$ cat config.mk
export PLATFORM = sky130hd
export DESIGN_NAME = lsqs_cell
export DESIGN_NICKNAME = d
export VERILOG_FILES = /design/src/design/lsqs_pkg.sv /design/src/design/lsqs_cell.sv
export SDC_FILE = /design/constraint.sdc
export NUM_CORES = 1
export LEC_CHECK = 0
export BUFFER_PORTS_ARGS = -buffer_cell sky130_fd_sc_hd__buf_2
export CAP_MARGIN = 20
export CORE_UTILIZATION = 38
export DETAILED_ROUTE_END_ITERATION = 16
export PLACE_DENSITY = 0.77
export SLEW_MARGIN = 30
export SYNTH_ARGS = -nofsm -noshare
export SYNTH_HDL_FRONTEND = slang
export SYNTH_SLANG_ARGS = --single-unit
$ cat constraint.sdc
create_clock -name clk -period 2.2 [get_ports clk]
set_input_delay 0.33 -clock clk [delete_from_list [all_inputs] [get_ports clk]]
set_output_delay 0.33 -clock clk [all_outputs]
set_load 0.05 [all_outputs]
$ cat src/design/lsqs_pkg.sv
// lsqs_pkg: shared types, constants and key compare for the least-service scheduler
// used by every module of the block; no dependencies
`timescale 1ns / 1ps

package lsqs_pkg;

  localparam int TABLE_DEPTH_DEF   = 2048;
  localparam int PENDING_DEPTH_DEF = 16;
  localparam int ID_W              = 31;
  localparam int SVC_W             = 24;
  localparam int EV_W              = 3;
  localparam int QLEN_W            = 8;
  localparam int TICK_W            = 32;
  localparam logic [QLEN_W-1:0] QUANTUM_RESET = 8'd5;

  localparam logic [EV_W-1:0] EV_NONE      = 3'd0;
  localparam logic [EV_W-1:0] EV_COMPLETED = 3'd1;
  localparam logic [EV_W-1:0] EV_TAKEN     = 3'd2;
  localparam logic [EV_W-1:0] EV_DEFERRED  = 3'd3;
  localparam logic [EV_W-1:0] EV_REJECTED  = 3'd4;

  localparam logic CMD_TICK   = 1'b0;
  localparam logic CMD_INSERT = 1'b1;

  typedef struct packed {
    logic [ID_W-1:0]  id;
    logic [SVC_W-1:0] served;
    logic [SVC_W-1:0] needed;
  } entry_t;

  localparam int ENTRY_W = $bits(entry_t);

  typedef struct packed {
    logic [ID_W-1:0]  id;
    logic [SVC_W-1:0] needed;
  } pend_t;

  // heap order: least service first, smaller id on a tie
  function automatic logic key_less(entry_t a, entry_t b);
    logic res;
    if (a.served != b.served) res = (a.served < b.served);
    else res = (a.id < b.id);
    return res;
  endfunction

endpackage

$ cat src/design/lsqs_cell.sv
// lsqs_cell: one slot of the pending chain; loads a new item or takes its
// upper neighbor's item when the chain advances; depends on lsqs_pkg
`timescale 1ns / 1ps

module lsqs_cell (
  input  logic            clk,
  input  logic            load,
  input  logic            shift,
  input  lsqs_pkg::pend_t new_item,
  input  lsqs_pkg::pend_t from_up,
  output lsqs_pkg::pend_t held
);

  lsqs_pkg::pend_t held_r;

  always_ff @(posedge clk) begin
    if (shift) held_r <= from_up;
    else if (load) held_r <= new_item;
  end

  assign held = held_r;

endmodule

==> results.toml, run 1 <==
[run_status]
outcome = "finished clean"

[floorplan]
io_pins = 168
dieArea_sq_um = 6870
coreArea_sq_um = 6310
fp-row-count = 29
start_util_pct = 39.4
die_x_microns = 82.9
die-height_microns = 82.9

[synthesis]
synth-async-reset-ratio_pct = 0
synth_top_area_share_pct = 66.5
postSynthCellCount = 117
synth_ff_type = "edfxtp_1"
synth_area_leader_cell = "edfxtp_1"
ys_ff_latch = 55
synthTopCellsByArea = "edfxtp_1 66%, mux2_4 24%, mux2_2 7.3%"
yosys_warnings = 0
synth_common_cells = "55 x edfxtp_1, 39 x mux2_4, 16 x mux2_2"
syn_avg_cell_area_sq_um = 21.2
synth-edff-count = 55
synth_area_sq_um = 2480
yosysSeqAreaShare_pct = 66.5
yosys.cell_count.top_type = "edfxtp_1"
ys_types = 6
syn-num-nets = 230

[power_and_ir_drop]
p_switching_w = 0.000865
p_int_w = 0.00175
sequentialPowerShare_pct = 50.1
ir_drop_uv = 399
finalPower_w = 0.00262
power_frac_comb_pct = 30.2
clkPwrFrac_pct = 19.6
leakagePower_nw = 1.67
switching_share_pct = 33.1
power.density_nw_per_um2 = 753

[finish]
antennaDiodeCount = 0
fill_cells = 551
multi_input_area_sq_um = 772
largest_reg_flops = 55
regArea_sq_um = 1650
stdcell_area_sq_um = 3480
nets = 402
drive_above_1_share_pct = 80.6
syn2layout_area_growth_pct = 39.9

[timing]
fmax_mhz = 790
hold_ws_ns = 0.319
tightestPinTransition_ns = 0.375
post-route-min-period_ns = 1.27
setup_viol = 0
slew_violations = 0
setup_tns_ns = 0
finalHoldViolations = 0
grt_setup_unrepaired = "no"
slew_headroom_pct = 75.0
period_share_pct = 57.5

[critical_path]
path_max_fanout = 1
crit_buf_inv = 1
slowest_delay_ns = 0.40
worstSetupEndpointType = "primary output"
worstPathRequired_ns = 1.87
critPathKind = "reg2out"
crit_slowest_cell = "edfxtp_1"
path_cells = "buf_2"
path_delay_family = "flip-flops"
worstSetupStartpointType = "flip-flop"
worstPathArrival_ns = 0.94

[routing]
routedWlPerCell_microns = 14.3
vias_per_cell = 4.54
via_count = 1663
final_antenna_net_count = 0
firstDrtPassIters = 4
routed_wl_microns = 5240
drcViolationCount = 0
dr.first_iter.drc_count = 45

[min_path]
hold_class = "in2reg"

[clock_network]
cts-root-buf = "clkbuf_8"
cts_hold_buf = 0
clkTransAtPathRegs_ns = 0.09
cts_num_sinks = 55
cts_setup_buffers = 0
clk_path_buf_depth = 2
ctsResizeCount = 0
cts_tree = "yes"
htree_num_levels = 2
numCtsBuffers = 5

[global_route]
grt_antenna_before_repair = 0
grt_max_degree = 40
first_global_vias = 1792
grt_pass1_wl_microns = 8180
grt-ovfl-total = 0
grt_usage_pct = 15.4

[placed_design]
gp_congestion = 0.753
port_buffers = 167
placed_area_sq_um = 3400

[flow_run]
cap_viol_max_count = 0
-- layer usage --
| layer | track usage (%) | share of wire, % |
|---|---|---|
| met2 | 27.9 | 53 |
| met5 | 0 | 0 |
| met3 | 6.96 | 11 |
| met4 | 5.96 | 2.0 |
| met1 | 15.3 | 34 |
-- cell type report --
type	instances	area share (%)
sequential	55	47.5
timing repair buffer	171	25.3
multi-input combinational	56	22.2
tap	77	2.77
clock buffer	5	1.98
clock inverter	2	0.252
-- per-stage QoR --
stage / std cells / setup slack, ns / utilization (%)
floorplan: 117 / 0.443 / -
global placement: 359 / 0.729 / 53.8
detailed placement: 359 / 0.706 / 53.8
CTS: 366 / 0.918 / 55.1
global route: 366 / 0.896 / 55.1
finish: 366 / 0.935 / 55.1
-- cell usage in the layout (no fill, tap or decap), drive strengths merged --
| cell type | synthesis | layout |
|---|---|---|
| or2 | 1 | 1 |
| clkbuf | 0 | 5 |
| mux2 | 55 | 55 |
| clkinv | 0 | 2 |
| buf | 6 | 171 |
| edfxtp | 55 | 55 |
-- cells by family after synthesis --
kind of cell	count (synthesis)	share of synthesized area, %
multiplexers	55	30.8
flip-flops	55	66.5
buffers and inverters	6	2.47
AND/OR/NAND/NOR	1	0.252
-- power groups by stage --
stage	combinational (W)	clock (W)	sequential (W)
2_1_floorplan	0.000160	0	0.00175
3_3_place_gp	0.000791	0	0.00133
3_5_place_dp	0.000800	0	0.00134
4_1_cts	0.000799	0.000535	0.00132
5_1_grt	0.000826	0.000572	0.00133
6_report	0.000791	0.000514	0.00131
-- final timing paths --
check | cells after the start | slack, ns | start | end
setup / recovery | 1 | 0.93 | held[24] | held[24]
hold / removal | 2 | 0.32 | from_up[24] | held[24]
Power figures use the tool's default switching activity.
==> run 2, diff against run 1 <==
--- a/config.mk
+++ b/config.mk
@@ -5,11 +5,12 @@
 export SDC_FILE = /design/constraint.sdc
 export NUM_CORES = 1
 export LEC_CHECK = 0
+export ABC_AREA = 1
 export BUFFER_PORTS_ARGS = -buffer_cell sky130_fd_sc_hd__buf_2
 export CAP_MARGIN = 20
-export CORE_UTILIZATION = 38
+export CORE_UTILIZATION = 41
 export DETAILED_ROUTE_END_ITERATION = 16
-export PLACE_DENSITY = 0.77
+export PLACE_DENSITY = 0.8
 export SLEW_MARGIN = 30
 export SYNTH_ARGS = -nofsm -noshare
 export SYNTH_HDL_FRONTEND = slang
==> constraint.sdc (replaced) <==
create_clock -name clk -period 1.21 [get_ports clk]
set_input_delay 0.1815 -clock clk [delete_from_list [all_inputs] [get_ports clk]]
set_output_delay 0.1815 -clock clk [all_outputs]
set_load 0.05 [all_outputs]
==> results.toml, run 2 <==
[timing]
grt_setup_unrepaired = "no"
post-route-min-period_ns = 1.10
finalHoldViolations = 0
fmax_mhz = 906
tightestPinTransition_ns = 0.733
setup_viol = 0
period_share_pct = 91.2
fin_ws_ns = 0.107
slew_violations = 0
slew_headroom_pct = 51.1

[synthesis]
yosys.area_share.simple_pct = 26.4
synth_common_cells = "165 x nand2_1, 55 x edfxtp_1, 6 x buf_2"
syn-num-nets = 346
synth-compound-area-share_pct = 0
synth_fa_ha_area_share_pct = 0
postSynthCellCount = 233
synth_xor_area_share_pct = 0
synth_top_area_share_pct = 69.8
synth-edff-count = 55
yosys_warnings = 0
ys_ff_latch = 55
synth_area_leader_cell = "edfxtp_1"
muxShareOfSynthArea_pct = 0
synth_area_sq_um = 2370
synthTopCellsByArea = "edfxtp_1 70%, nand2_1 26%, buf_6 2.4%"
yosys.cell_count.top_type = "nand2_1"
synth_ff_type = "edfxtp_1"
ys_types = 6
synth-async-reset-ratio_pct = 0
synth_top_family_by_area = "simple AND/OR/NAND/NOR gates"
yosysSeqAreaShare_pct = 69.8
syn_avg_cell_area_sq_um = 10.2

[clock_network]
htree_num_levels = 2
cts_setup_buffers = 0
cts_tree = "yes"
ctsResizeCount = 0
cts-root-buf = "clkbuf_8"
clk_path_buf_depth = 2
clkTransAtPathRegs_ns = 0.09
numCtsBuffers = 5
cts_num_sinks = 55
cts_hold_buf = 0

[finish]
syn2layout_area_growth_pct = 40.1
drive_above_1_share_pct = 44.5
layout_commonest_cell = "buf_2"
nets = 512
antennaDiodeCount = 0
multi_input_area_sq_um = 628
layout_common_cells = "167 x buf_2, 165 x nand2_1, 55 x edfxtp_1, 5 x clkbuf_8, 2 x buf_4"
regArea_sq_um = 1650
fill_cells = 501
stdcell_area_sq_um = 3320
largest_reg_flops = 55

[critical_path]
slowest_delay_ns = 0.40
critPathKind = "reg2out"
path_delay_family = "flip-flops"
crit_slowest_cell = "edfxtp_1"
worstPathRequired_ns = 1.03
cp-startpoint = "held[52]"
worstPathArrival_ns = 0.92
path_max_fanout = 1
worstSetupStartpointType = "flip-flop"
worstSetupEndpointType = "primary output"
crit_buf_inv = 1
path_cells = "buf_2"

[power_and_ir_drop]
ir_drop_uv = 626
power.density_nw_per_um2 = 1400
leakagePower_nw = 1.78

[placed_design]
placed_area_sq_um = 3240
hpwl_microns = 3950
preCtsSetupSlack_ns = -0.0738
gp_congestion = 0.713
port_buffers = 167

[floorplan]
io_pins = 168
die_x_microns = 78.0
die-height_microns = 78.0
dieArea_sq_um = 6080
fp-row-count = 27
start_util_pct = 42.7
coreArea_sq_um = 5540

[routing]
via_count = 2123
vias_per_cell = 4.52
routed_wl_microns = 5350
firstDrtPassIters = 4
routedWlPerCell_microns = 11.4
final_antenna_net_count = 0
dr.first_iter.drc_count = 54
drcViolationCount = 0

[min_path]
whs_endpoint = "held[32]"
hold_class = "in2reg"
worstHoldStart = "new_item[32]"
holdPathStages = 3

[run_status]
outcome = "finished clean"

[global_route]
grt-ovfl-total = 0
grt_max_degree = 56
grt_pass1_wl_microns = 8860
first_global_vias = 2036
grt_usage_pct = 18.9
grt_antenna_before_repair = 0

[flow_run]
cap_viol_max_count = 0
-- run 2: changes by cell type after synthesis, sizes merged --
cell	delta
buf	+5
inv	+1
nand2	+165
mux2	-55
-- run 2: worst max-delay path by stage --
stage               cells past startpoint  slack [ns]       end
floorplan                               2        0.05   held[0]
global placement                        2       -0.04  held[22]
finish                                  1        0.11  held[52]
CTS                                     1        0.08  held[52]
detailed placement                      2       -0.07  held[27]
global route                            1        0.05  held[52]
-- run 2: report_power, final --
group	switching (W)	internal (W)
Clock	0.000518	0.000387
Sequential	0.0000500	0.00234
Combinational	0.00103	0.000337
Total	0.00160	0.00306
-- run 2: metal layers --
metal	vias up	track usage [%]	share of wire, %
li1	1071	-	-
met5	-	0	0
met4	0	5.00	0.93
met3	5	5.88	8.8
met2	108	34.5	51
met1	939	21.2	39
-- run 2: cell families after synthesis --
family	Yosys count
buffers and inverters	12
and+or+nand+nor	166
DFF	55
-- run 2: layout make-up --
cell class / count / share of cell area (%)
Clock buffer: 6 / 2.19
Inverter: 1 / 0.113
Multi-Input combinational cell: 166 / 18.9
Sequential cell: 55 / 49.8
Tap cell: 72 / 2.72
Timing Repair Buffer: 170 / 26.3
-- run 2: through the flow --
stage	hold WS (ns)	setup TNS, ns	utilization (%)	std cells	total power [W]
floorplan	0.360	0	-	233	0.00340
global placement	0.447	-2.10	58.6	464	0.00378
detailed placement	0.450	-5.35	58.6	464	0.00381
CTS	0.135	0	59.9	470	0.00471
global route	0.140	0	59.9	470	0.00486
finish	0.143	0	59.9	470	0.00466
==> run 3, diff against run 2 <==
--- a/config.mk
+++ b/config.mk
@@ -6,11 +6,12 @@
 export NUM_CORES = 1
 export LEC_CHECK = 0
 export ABC_AREA = 1
-export BUFFER_PORTS_ARGS = -buffer_cell sky130_fd_sc_hd__buf_2
 export CAP_MARGIN = 20
-export CORE_UTILIZATION = 41
+export CORE_AREA = 2 2 65 67
 export DETAILED_ROUTE_END_ITERATION = 16
-export PLACE_DENSITY = 0.8
+export DIE_AREA = 0 0 67 69
+export DONT_BUFFER_PORTS = 1
+export PLACE_DENSITY = 0.75
 export SLEW_MARGIN = 30
 export SYNTH_ARGS = -nofsm -noshare
 export SYNTH_HDL_FRONTEND = slang
==> results.toml, run 3 (same netlist as run 2, synthesis figures left out) <==
[clock_network]
cts-root-buf = "clkbuf_8"
cts_setup_buffers = 0
cts_tree = "yes"
cts_hold_buf = 0
clkTransAtPathRegs_ns = 0.08
numCtsBuffers = 5
clk_path_buf_depth = 2
ctsResizeCount = 0
cts_num_sinks = 55
htree_num_levels = 2

[routing]
drcViolationCount = 0
via_count = 1524
final_antenna_net_count = 0
vias_per_cell = 5.42
dr.first_iter.drc_count = 130
highest_layer = "met4"
routed_wl_microns = 4660
firstDrtPassIters = 4
drt-met1-wl_microns = 1560
routedWlPerCell_microns = 16.6
wl_met3_microns = 607
wl_met2_microns = 2400

[critical_path]
worstPathArrival_ns = 0.97
worstSetupStartpointType = "flip-flop"
worstPathRequired_ns = 1.03
path_max_fanout = 1
worstSetupEndpointType = "primary output"
critPathKind = "reg2out"

[timing]
tightestPinTransition_ns = 0.837
fmax_mhz = 865
slew_violations = 0
grt_setup_unrepaired = "no"
finalHoldViolations = 0
period_share_pct = 95.5
post-route-min-period_ns = 1.16
slew_headroom_pct = 44.1
setup_tns_ns = 0
setup_viol = 0

[power_and_ir_drop]
p_switching_w = 0.00148
ir_drop_uv = 864
power.density_nw_per_um2 = 1770
finalPower_w = 0.00431
p_int_w = 0.00283
switching_share_pct = 34.3
power_frac_comb_pct = 6.3
sequentialPowerShare_pct = 72.9
leakagePower_nw = 1.11
clkPwrFrac_pct = 20.8

[global_route]
first_global_vias = 1417
grt_antenna_before_repair = 0
grt_max_degree = 58
grt_pass1_wl_microns = 6630
grt-ovfl-total = 0
grt_usage_pct = 19.9

[placed_design]
hpwl_microns = 3340
port_buffers = 0
gp_congestion = 0.718

[finish]
layout_commonest_cell = "nand2_1"
fill_cells = 308
antennaDiodeCount = 0
largest_reg_flops = 55
fin_util_pct = 62.4
syn2layout_area_growth_pct = 3.12
drive_above_1_share_pct = 4.33
nets = 345
layout_common_cells = "165 x nand2_1, 55 x edfxtp_1, 5 x clkbuf_8, 3 x buf_4"

[floorplan]
io_pins = 168
fp-row-count = 23
dieArea_sq_um = 4620
start_util_pct = 60.5
die-height_microns = 69
coreArea_sq_um = 3910
die_x_microns = 67

[run_status]
outcome = "finished clean"

[flow_run]
cap_viol_max_count = 0

[min_path]
hold_class = "in2reg"
-- run 3: cell types whose count changed in the layout (fill, tap and decap cells not counted) --
| cell | delta |
|---|---|
| buf_12 | -1 |
| buf_2 | -167 |
| buf_4 | +1 |
-- run 3: path summary, 6_finish.rpt --
path              slack [ns]         start  cells past startpoint  endpoint
setup / recovery        0.05      held[29]                      0  held[29]
hold / removal          0.06  new_item[14]                      2  held[14]
-- run 3: power groups by stage --
stage | clock, W | sequential (W) | combinational (W)
floorplan | 0 | 0.00319 | 0.000212
global placement | 0 | 0.00318 | 0.000264
detailed placement | 0 | 0.00319 | 0.000279
CTS | 0.000910 | 0.00315 | 0.000278
global route | 0.000987 | 0.00316 | 0.000314
finish | 0.000897 | 0.00314 | 0.000273
-- run 3: stage by stage --
stage	cells	area, sq um	hold WS, ns	setup slack [ns]
final	281	2440	0.0599	0.0541
after global routing	281	2440	0.0526	0.0304
after CTS	281	2440	0.0514	0.0444
after detailed placement	275	2370	0.366	0.0145
after global placement	275	2370	0.362	0.0284
after floorplan	233	2370	0.360	0.0510
-- run 3: area by class of cell --
cell class	instances	area (sq um)	share of cell area, %
well taps	50	62.6	2.56
flip-flops and latches	55	1650	67.7
repair buffers	3	22.5	0.923
inverters	1	3.75	0.154
multi-input cells	166	628	25.7
clock buffers	6	72.6	2.97
-- run 3: routing by layer --
layer / track usage (%) / up-vias
met5: 0 / -
met4: 9.07 / 0
met3: 8.32 / 10
met2: 34.9 / 107
met1: 19.7 / 668
li1: - / 739
